### config.mk
export PLATFORM = sky130hd
export DESIGN_NAME = effect_step_crossfade_sequencer
export DESIGN_NICKNAME = d
export VERILOG_FILES = /design/src/rtl/core/escs_pkg.sv /design/src/rtl/core/escs_front.sv /design/src/rtl/core/escs_back.sv /design/src/rtl/core/effect_step_crossfade_sequencer.sv
export SDC_FILE = /design/constraint.sdc
export NUM_CORES = 2
export LEC_CHECK = 0
export BUFFER_PORTS_ARGS = -buffer_cell sky130_fd_sc_hd__buf_2
export CORE_MARGIN = 8
export CORE_UTILIZATION = 50
export CTS_CLUSTER_DIAMETER = 30
export DETAILED_ROUTE_END_ITERATION = 7
export PLACE_DENSITY = 0.73
export SYNTH_ARGS = -nofsm -noshare
export SYNTH_HDL_FRONTEND = slang
export SYNTH_SLANG_ARGS = --single-unit
### constraint.sdc
create_clock -name aclk -period 15.7 [get_ports aclk]
set_clock_uncertainty 0.15 [all_clocks]
set_input_delay 1.57 -clock aclk [delete_from_list [all_inputs] [get_ports aclk]]
set_output_delay 1.57 -clock aclk [all_outputs]
set_load 0.005 [all_outputs]
### src/rtl/core/escs_pkg.sv
// Package: shared constants of the step crossfade sequencer.
package escs_pkg;
    localparam int MAX_STEPS_DEF = 16;
    localparam int FRAME_BITS_DEF = 16;
    localparam int FRAME_IN_BITS = 24;
    localparam int PHASE_BITS = 9;
    localparam int FRAC_BITS = 17;
    localparam int LEVEL_BITS = 8;
    localparam int CNT_BITS = 5;
    localparam logic FUNC_LOAD = 1'b0;
    localparam logic FUNC_EVAL = 1'b1;
    localparam logic [0:0] REG_STEP_COUNT = 1'b0;
endpackage

### src/rtl/core/escs_front.sv
// Front end: step table loads and evaluate queue.
module escs_front #(
    parameter int MAX_STEPS = escs_pkg::MAX_STEPS_DEF,
    parameter int FRAME_BITS = escs_pkg::FRAME_BITS_DEF
) (
    input  logic aclk,
    input  logic aresetn,
    input  logic s_valid,
    output logic s_ready,
    input  logic s_func,
    input  logic [3:0] s_step_index,
    input  logic [15:0] s_fade_frames_in,
    input  logic [15:0] s_hold_frames_in,
    input  logic [7:0] s_level_in,
    input  logic s_level_present,
    input  logic [23:0] s_frame_number,
    input  logic [8:0] s_phase_degrees,
    output logic q_valid,
    input  logic q_ready,
    output logic [23:0] q_frame,
    output logic [8:0] q_phase,
    output logic [MAX_STEPS-1:0][FRAME_BITS-1:0] fade_tab,
    output logic [MAX_STEPS-1:0][FRAME_BITS-1:0] hold_tab,
    output logic [MAX_STEPS-1:0][7:0] lvl_tab
);
    logic [MAX_STEPS-1:0][FRAME_BITS-1:0] fade_reg, hold_reg;
    logic [MAX_STEPS-1:0][7:0] lvl_reg;
    logic [1:0] cnt_reg;
    logic [1:0][23:0] fq_reg;
    logic [1:0][8:0] pq_reg;
    logic wp_reg, rp_reg;
    logic push, pop;
    localparam int IW = (MAX_STEPS > 1) ? $clog2(MAX_STEPS) : 1;

    // a load waits until no evaluate is queued or running
    assign s_ready = (s_func == escs_pkg::FUNC_LOAD) ? (cnt_reg == 2'd0 && q_ready)
        : (cnt_reg != 2'd2);
    assign push = s_valid && s_ready && (s_func == escs_pkg::FUNC_EVAL);
    assign pop = q_valid && q_ready;
    assign q_valid = cnt_reg != 2'd0;
    assign q_frame = fq_reg[rp_reg];
    assign q_phase = pq_reg[rp_reg];
    assign fade_tab = fade_reg;
    assign hold_tab = hold_reg;
    assign lvl_tab = lvl_reg;

    always_ff @(posedge aclk) begin
        if (!aresetn) begin
            cnt_reg <= 2'd0;
            wp_reg <= 1'b0;
            rp_reg <= 1'b0;
            fade_reg <= '0;
            hold_reg <= '0;
            lvl_reg <= '0;
        end else begin
            if (push) begin
                fq_reg[wp_reg] <= s_frame_number;
                pq_reg[wp_reg] <= s_phase_degrees;
                wp_reg <= ~wp_reg;
            end
            if (pop) rp_reg <= ~rp_reg;
            cnt_reg <= cnt_reg + {1'b0, push} - {1'b0, pop};
            if (s_valid && s_ready && s_func == escs_pkg::FUNC_LOAD
                && 32'(s_step_index) < MAX_STEPS) begin
                fade_reg[IW'(s_step_index)] <= FRAME_BITS'(s_fade_frames_in);
                hold_reg[IW'(s_step_index)] <= FRAME_BITS'(s_hold_frames_in);
                lvl_reg[IW'(s_step_index)] <= s_level_present ? s_level_in : 8'd0;
            end
        end
    end

    assert property (@(posedge aclk) disable iff (!aresetn) cnt_reg != 2'd3)
        else $error("queue count overflow");
    assert property (@(posedge aclk) disable iff (!aresetn)
        (cnt_reg == 2'd2 && !pop) |=> cnt_reg == 2'd2)
        else $error("queue lost entry");
    assert property (@(posedge aclk) disable iff (!aresetn)
        (cnt_reg == 2'd0) |-> !pop)
        else $error("pop from empty queue");
endmodule

### src/rtl/core/escs_back.sv
// Back end: sequencer for total, phase offset, modulo, step walk, fade and level.
module escs_back #(
    parameter int MAX_STEPS = escs_pkg::MAX_STEPS_DEF,
    parameter int FRAME_BITS = escs_pkg::FRAME_BITS_DEF
) (
    input  logic aclk,
    input  logic aresetn,
    input  logic [4:0] step_count,
    input  logic q_valid,
    output logic q_ready,
    input  logic [23:0] q_frame,
    input  logic [8:0] q_phase,
    input  logic [MAX_STEPS-1:0][FRAME_BITS-1:0] fade_tab,
    input  logic [MAX_STEPS-1:0][FRAME_BITS-1:0] hold_tab,
    input  logic [MAX_STEPS-1:0][7:0] lvl_tab,
    output logic m_valid,
    input  logic m_ready,
    output logic [4:0] m_step_number,
    output logic [16:0] m_fade_fraction,
    output logic [7:0] m_level_out
);
    localparam int SW = $clog2(MAX_STEPS + 1);
    localparam int IW = (MAX_STEPS > 1) ? $clog2(MAX_STEPS) : 1;
    localparam int TW = FRAME_BITS + 1 + SW;
    localparam int PW = TW + 9;
    localparam int AW = PW + 1;
    localparam int NW = FRAME_BITS + 17;
    // floor(x/360) = (x * RECIP360) >> RK, exact for x below 2^PW
    localparam int RK = PW + 9;
    localparam logic [PW:0] RECIP360 = (PW+1)'(((64'd1 << RK) + 64'd359) / 64'd360);
    localparam logic [3:0] S_IDLE = 4'd0, S_SUM = 4'd1, S_MUL = 4'd2,
        S_DIV = 4'd3, S_MOD = 4'd4, S_WALK = 4'd5, S_FDIV = 4'd6,
        S_LVL = 4'd7, S_OUT = 4'd8;

    logic [3:0] st_reg;
    logic [SW-1:0] cnt_reg, idx_reg;
    logic [TW-1:0] tot_reg;
    logic [AW-1:0] rem_reg;
    logic [PW-1:0] quo_reg;
    logic [23:0] frame_reg;
    logic [8:0] phase_reg;
    logic [6:0] bit_reg;
    logic [NW-1:0] num_reg;
    logic [16:0] frac_reg;
    logic [AW-1:0] acc_reg;
    logic [4:0] ostep_reg;
    logic [16:0] ofrac_reg;
    logic [7:0] olvl_reg;
    logic ov_reg;
    logic [SW-1:0] idx_m1, cnt_m1;
    logic [IW-1:0] ix_cur;
    logic [FRAME_BITS:0] len_cur;
    logic [2*PW:0] rprod;
    logic [NW:0] nsh;
    logic [7:0] prev, cur;
    logic [25:0] lacc;
    logic out_load;

    assign idx_m1 = idx_reg - SW'(1);
    assign cnt_m1 = cnt_reg - SW'(1);
    assign ix_cur = (idx_reg < SW'(MAX_STEPS)) ? idx_reg[IW-1:0] : '0;
    assign len_cur = {1'b0, fade_tab[ix_cur]} + {1'b0, hold_tab[ix_cur]};
    assign rprod = (2*PW+1)'(quo_reg) * (2*PW+1)'(RECIP360);
    assign nsh = {1'b0, num_reg} << 1;
    assign prev = (idx_reg != '0) ? lvl_tab[idx_m1[IW-1:0]]
        : ((cnt_reg != '0) ? lvl_tab[cnt_m1[IW-1:0]] : 8'd0);
    assign cur = lvl_tab[ix_cur];
    assign lacc = {2'b0, prev, 16'd0} + 26'(cur) * 26'(frac_reg)
        - 26'(prev) * 26'(frac_reg);
    assign out_load = (st_reg == S_OUT) && (!ov_reg || m_ready);

    assign q_ready = st_reg == S_IDLE;
    assign m_valid = ov_reg;
    assign m_step_number = ostep_reg;
    assign m_fade_fraction = ofrac_reg;
    assign m_level_out = olvl_reg;

    always_ff @(posedge aclk) begin
        if (!aresetn) begin
            st_reg <= S_IDLE;
            ov_reg <= 1'b0;
        end else begin
            if (out_load) ov_reg <= 1'b1;
            else if (ov_reg && m_ready) ov_reg <= 1'b0;
            unique case (st_reg)
                S_IDLE: if (q_valid) begin
                    frame_reg <= q_frame;
                    phase_reg <= q_phase;
                    cnt_reg <= (32'(step_count) > MAX_STEPS) ? SW'(MAX_STEPS)
                        : SW'(step_count);
                    idx_reg <= '0;
                    tot_reg <= '0;
                    st_reg <= S_SUM;
                end
                S_SUM: begin
                    if (idx_reg == cnt_reg) begin
                        idx_reg <= '0;
                        frac_reg <= '0;
                        if (tot_reg == '0) st_reg <= S_LVL;
                        else begin
                            quo_reg <= PW'(phase_reg) * PW'(tot_reg);
                            st_reg <= S_MUL;
                        end
                    end else begin
                        tot_reg <= tot_reg + TW'(len_cur);
                        idx_reg <= idx_reg + SW'(1);
                    end
                end
                S_MUL: begin
                    quo_reg <= PW'(rprod[2*PW:RK]);
                    st_reg <= S_DIV;
                end
                S_DIV: begin
                    rem_reg <= AW'(frame_reg) + AW'(quo_reg);
                    bit_reg <= 7'd0;
                    st_reg <= S_MOD;
                end
                S_MOD: begin
                    if (bit_reg == 7'd0) begin
                        acc_reg <= rem_reg;
                        rem_reg <= '0;
                        bit_reg <= 7'(AW);
                        num_reg <= '0;
                    end else if (bit_reg == 7'(AW + 1)) begin
                        frame_reg <= 24'(rem_reg);
                        st_reg <= S_WALK;
                    end
                    if (bit_reg != 7'd0 && bit_reg != 7'(AW + 1)) begin
                        logic [AW:0] r2;
                        r2 = {rem_reg, acc_reg[AW-1]};
                        acc_reg <= acc_reg << 1;
                        if (r2 >= (AW+1)'(tot_reg)) rem_reg <= AW'(r2 - (AW+1)'(tot_reg));
                        else rem_reg <= AW'(r2);
                        bit_reg <= (bit_reg == 7'd1) ? 7'(AW + 1) : bit_reg - 7'd1;
                    end
                end
                S_WALK: begin
                    if (idx_reg + SW'(1) < cnt_reg && 25'(frame_reg) >= 25'(len_cur)) begin
                        frame_reg <= frame_reg - 24'(len_cur);
                        idx_reg <= idx_reg + SW'(1);
                    end else if (frame_reg < 24'(fade_tab[ix_cur])) begin
                        num_reg <= NW'(frame_reg) << 16;
                        rem_reg <= '0;
                        frac_reg <= '0;
                        bit_reg <= 7'(NW);
                        st_reg <= S_FDIV;
                    end else begin
                        frac_reg <= 17'h10000;
                        st_reg <= S_LVL;
                    end
                end
                S_FDIV: begin
                    if (bit_reg == 7'd0) st_reg <= S_LVL;
                    else begin
                        logic [AW:0] r3;
                        r3 = {rem_reg, num_reg[NW-1]};
                        num_reg <= nsh[NW-1:0];
                        bit_reg <= bit_reg - 7'd1;
                        if (r3 >= (AW+1)'(fade_tab[ix_cur])) begin
                            rem_reg <= AW'(r3 - (AW+1)'(fade_tab[ix_cur]));
                            frac_reg <= {frac_reg[15:0], 1'b1};
                        end else begin
                            rem_reg <= AW'(r3);
                            frac_reg <= {frac_reg[15:0], 1'b0};
                        end
                    end
                end
                S_LVL: st_reg <= S_OUT;
                S_OUT: if (out_load) begin
                    olvl_reg <= lacc[23:16];
                    ostep_reg <= 5'(idx_reg) + 5'd1;
                    ofrac_reg <= frac_reg;
                    st_reg <= S_IDLE;
                end
                default: st_reg <= S_IDLE;
            endcase
        end
    end

    assert property (@(posedge aclk) disable iff (!aresetn)
        (ov_reg && !m_ready) |=> ov_reg)
        else $error("result dropped");
    assert property (@(posedge aclk) disable iff (!aresetn)
        (st_reg == S_WALK) |-> idx_reg < cnt_reg)
        else $error("walk beyond count");
    assert property (@(posedge aclk) disable iff (!aresetn)
        (st_reg == S_OUT) |-> frac_reg <= 17'h10000)
        else $error("fraction out of range");
endmodule

### src/rtl/core/effect_step_crossfade_sequencer.sv
// Top level of the lighting chase step crossfade sequencer.
// Input channel s_*: func 0 loads step step_index (fade, hold, level), func 1
// evaluates frame_number at phase_degrees. Loads give no result; a load waits
// until the queue is empty and the back end is idle.
// Evaluates go through a two-entry queue to the back end, which sums the step
// lengths (one step a cycle), divides phase*total by 360 with a reciprocal
// multiply, reduces the frame modulo the total bit-serially, walks the steps
// (one a cycle), and divides the fade fraction bit-serially. Results leave on
// m_* (step_number, fade_fraction Q1.16, level_out) from an output register; a
// stalled receiver holds the back end once it finishes, while the queue keeps
// taking evaluate words until it is full. Reset clears the step table, sets
// step_count to 1 and empties the queue. step_count is written over APB at
// address 0; the user must write it only while idle, as the block itself does
// not enforce this.
module effect_step_crossfade_sequencer #(
    parameter int MAX_STEPS = escs_pkg::MAX_STEPS_DEF,
    parameter int FRAME_BITS = escs_pkg::FRAME_BITS_DEF
) (
    input  logic aclk,
    input  logic aresetn,
    input  logic psel,
    input  logic penable,
    input  logic pwrite,
    input  logic [1:0] paddr,
    input  logic [31:0] pwdata,
    output logic [31:0] prdata,
    output logic pready,
    input  logic s_valid,
    output logic s_ready,
    input  logic s_func,
    input  logic [3:0] s_step_index,
    input  logic [15:0] s_fade_frames_in,
    input  logic [15:0] s_hold_frames_in,
    input  logic [7:0] s_level_in,
    input  logic s_level_present,
    input  logic [23:0] s_frame_number,
    input  logic [8:0] s_phase_degrees,
    output logic m_valid,
    input  logic m_ready,
    output logic [4:0] m_step_number,
    output logic [16:0] m_fade_fraction,
    output logic [7:0] m_level_out
);
    logic [4:0] step_count_reg;
    logic q_valid, q_ready;
    logic [23:0] q_frame;
    logic [8:0] q_phase;
    logic [MAX_STEPS-1:0][FRAME_BITS-1:0] fade_tab, hold_tab;
    logic [MAX_STEPS-1:0][7:0] lvl_tab;

    assign pready = 1'b1;
    assign prdata = (paddr == {1'b0, escs_pkg::REG_STEP_COUNT}) ? {27'd0, step_count_reg}
        : 32'd0;

    always_ff @(posedge aclk) begin
        if (!aresetn) step_count_reg <= 5'd1;
        else if (psel && penable && pwrite && paddr == {1'b0, escs_pkg::REG_STEP_COUNT})
            step_count_reg <= pwdata[4:0];
    end

    escs_front #(.MAX_STEPS(MAX_STEPS), .FRAME_BITS(FRAME_BITS)) u_front (
        .aclk, .aresetn, .s_valid, .s_ready, .s_func, .s_step_index,
        .s_fade_frames_in, .s_hold_frames_in, .s_level_in, .s_level_present,
        .s_frame_number, .s_phase_degrees, .q_valid, .q_ready, .q_frame,
        .q_phase, .fade_tab, .hold_tab, .lvl_tab);

    escs_back #(.MAX_STEPS(MAX_STEPS), .FRAME_BITS(FRAME_BITS)) u_back (
        .aclk, .aresetn, .step_count(step_count_reg), .q_valid, .q_ready,
        .q_frame, .q_phase, .fade_tab, .hold_tab, .lvl_tab, .m_valid, .m_ready,
        .m_step_number, .m_fade_fraction, .m_level_out);
endmodule

==> flow_summary_export.csv <==
group,metric,value,unit
timing,finalHoldViolCount,0,
worst_setup_path,cp_slowest_cell,"a211oi_1",
timing,maxSlewViolCount,0,
floorplan,rows,145,
clocking,numCtsBuffers,208,
clocking,cts-htree-levels,4,
global_routing,grt_usage,0.272,
worst_setup_path,path_buf_inv,6,
synth,synth_edf_count,297,
worst_setup_path,r2r-start,"u_back.idx_reg[0]$_SDFFCE_PN0P_",
clocking,clockBufferDepth,3,
synth,ys_warn_count,0,
synth,synth_cells,8582,
synth,synth.avg_cell_area,9.08,µm²
global_routing,grt_overflow,0,
clocking,path_clk_slew,50,ps
worst_setup_path,crit_type,"reg -> reg",
timing,setup_viol,0,
floorplan,die_area,169000,µm²
timing,tns,0,ps
routing,route.detailed.drc,0,
timing,rsz0062_at_grt,"false",
routing,first_pass_iters,6,
timing,fin_crit_sh,0.666,
synth,synthDominantCellAreaShare,0.172,
placement,gp_congestion,0.961,
final_layout,area_growth,12.5,%
final_layout,drive_above_1_share,0.0935,
clocking,tritoncts,"done",
global_routing,grt_pass1_vias,63736,
worst_setup_path,startpoint_type,"flop",
status,status,"finished clean",
floorplan,num_io_pins,185,
synth,syn_area,77900,µm²
worst_setup_path,cp.required,15990,ps
synth,yosysSeqAreaShare,0.283,
routing,drtIter0Drc,6485,
worst_setup_path,cp.arrival,10750,ps
synth,yosys.area.top_type,"fa_1",
run,cap_viol_max_count,0,
final_layout,n_fill_cell,13151,
final_layout,final_core_util,0.564,
placement,hpwl,158,mm
floorplan,die_y,411,µm
final_layout,layout_common_cells,"nand2_1, inv_1, fa_1, dfxtp_1, ha_1",
routing,viasPerCell,5.85,
clocking,cts_resized,0,
clocking,cts_hold_buf,0,
clocking,post_cts_buffers,0,
final_layout,mostFrequentLayoutCell,"nand2_1",
global_routing,grt_max_degree,263,
routing,wl_per_cell,21.8,µm
timing,relSlewSlack,0.139,
global_routing,grt_pass1_wl,363,mm
floorplan,core,155000,µm²
floorplan,initial_core_util,0.501,
synth,synth_flop_cell,"dfxtp_1",
worst_setup_path,setup.worst_path.start,"u_back.idx_reg[0]$_SDFFCE_PN0P_",
global_routing,antenna_found_initial,19,
routing,wl,234,mm
timing,fin_crit,10450,ps
routing,ant_nets,0,
worst_hold_path,min_from,"u_front.hold_tab[57]$_SDFFE_PN0P_",
worst_hold_path,hp-class,"reg -> reg",
worst_setup_path,slowest_delay,890,ps
floorplan,die_w,411,µm
timing,clock.fmax,95.7,MHz
worst_setup_path,critical_path.max_fanout,77,
final_layout,fin_nets,9850,
clocking,cts.sinks,951,
synth,synthDistinctLibCells,94,
clocking,root_buffer,"clkbuf_16",
timing,worstMarginPinSlew,1290,ps
worst_setup_path,end_kind,"flop",
synth,async_reset_ff_frac,0,
routing,vias,62796,
synth,synth_area_leaders,"fa_1, dfxtp_1, edfxtp_1, ha_1, nand2_1",
worst_setup_path,critPathTopFamily,"compound AO/OA/AOI/OAI gates",
synth,synth-seq-cells,951,
placement,io_buffers,129,
clocking,clock_latency,870,ps
logic make-up after synthesis:
logic type | count (synthesis) | synth area share
buffers and inverters | 1612 | 0.0798
and+or+nand+nor | 2645 | 0.149
DFF | 951 | 0.283
adders and majority gates | 1255 | 0.266
muxes | 395 | 0.0626
AOI/OAI and AO/OA | 1532 | 0.139
other | 2 | 0.0000964
xor gates and xnor gates | 190 | 0.0214
worst register-to-register path, delay by kind of cell (launching register included):
family / cells / cell delay [ps]
DFF: 1 / 400
muxes: 1 / 300
AOI/OAI and AO/OA: 15 / 3980
adders and majority gates: 2 / 630
and+or+nand+nor: 7 / 1930
buffers and inverters: 6 / 2650
cell type report:
class	instances	area, µm²	share of cell area
sequential	951	22000	0.251
clock inverter	158	2110	0.0241
antenna	12	30.0	0.000343
tap	2058	2570	0.0294
multi-input combinational	6045	50100	0.572
inverter	1048	3940	0.0449
timing repair buffer	221	1380	0.0158
clock buffer	237	5470	0.0624
through the flow:
step	worst slack (ps)	area (µm²)	hold slack, ps	std cells
4_1_cts	5370	87600	296	10718
3_3_place_gp	5660	80000	283	10323
5_1_grt	4720	87600	311	10723
3_5_place_dp	5500	80000	289	10323
6_report	5250	87600	296	10730
2_1_floorplan	1850	78000	275	8608
layer usage:
layer  global-route usage  vias up  wire length, µm
met2                0.434     3031           106000
met5                    0        -               67
met3               0.0590      738            22400
met1                0.350    30784            93100
li1                     -    28233                -
met4                0.132       10            12800
worst paths after layout:
path                            depth (start not counted)  slack [ps]                                end
worst min-delay path                                    2         300  u_front.hold_tab[57]$_SDFFE_PN0P_
worst max-delay path                                   31        5250       u_back.rem_reg[19]$_DFFE_PP_
worst min register to register                          2         300  u_front.hold_tab[57]$_SDFFE_PN0P_
worst max register to register                         31        5250       u_back.rem_reg[19]$_DFFE_PP_
cells in the mapped netlist, types with 45 or more instances:
master,count
a31oi_1,50
mux2_2,58
xnor2_1,126
mux2i_1,268
nor3_1,79
o21ai_0,97
a21boi_1,518
a21oi_1,153
nor2b_1,56
o21ai_1,172
clkbuf_1,485
dfxtp_1,654
a21o_1,62
fa_1,670
o21a_1,61
edfxtp_1,297
nand2_1,1647
ha_1,585
nand3_1,88
xor2_1,64
and2_1,323
nor2_1,274
mux4_2,68
o221ai_1,45
a221o_1,47
o22ai_1,47
a211oi_1,55
inv_1,1044
Power is left out: the tool's default activity adds up to more than one toggle a clock period on the data nets, which glitch-free logic cannot reach.
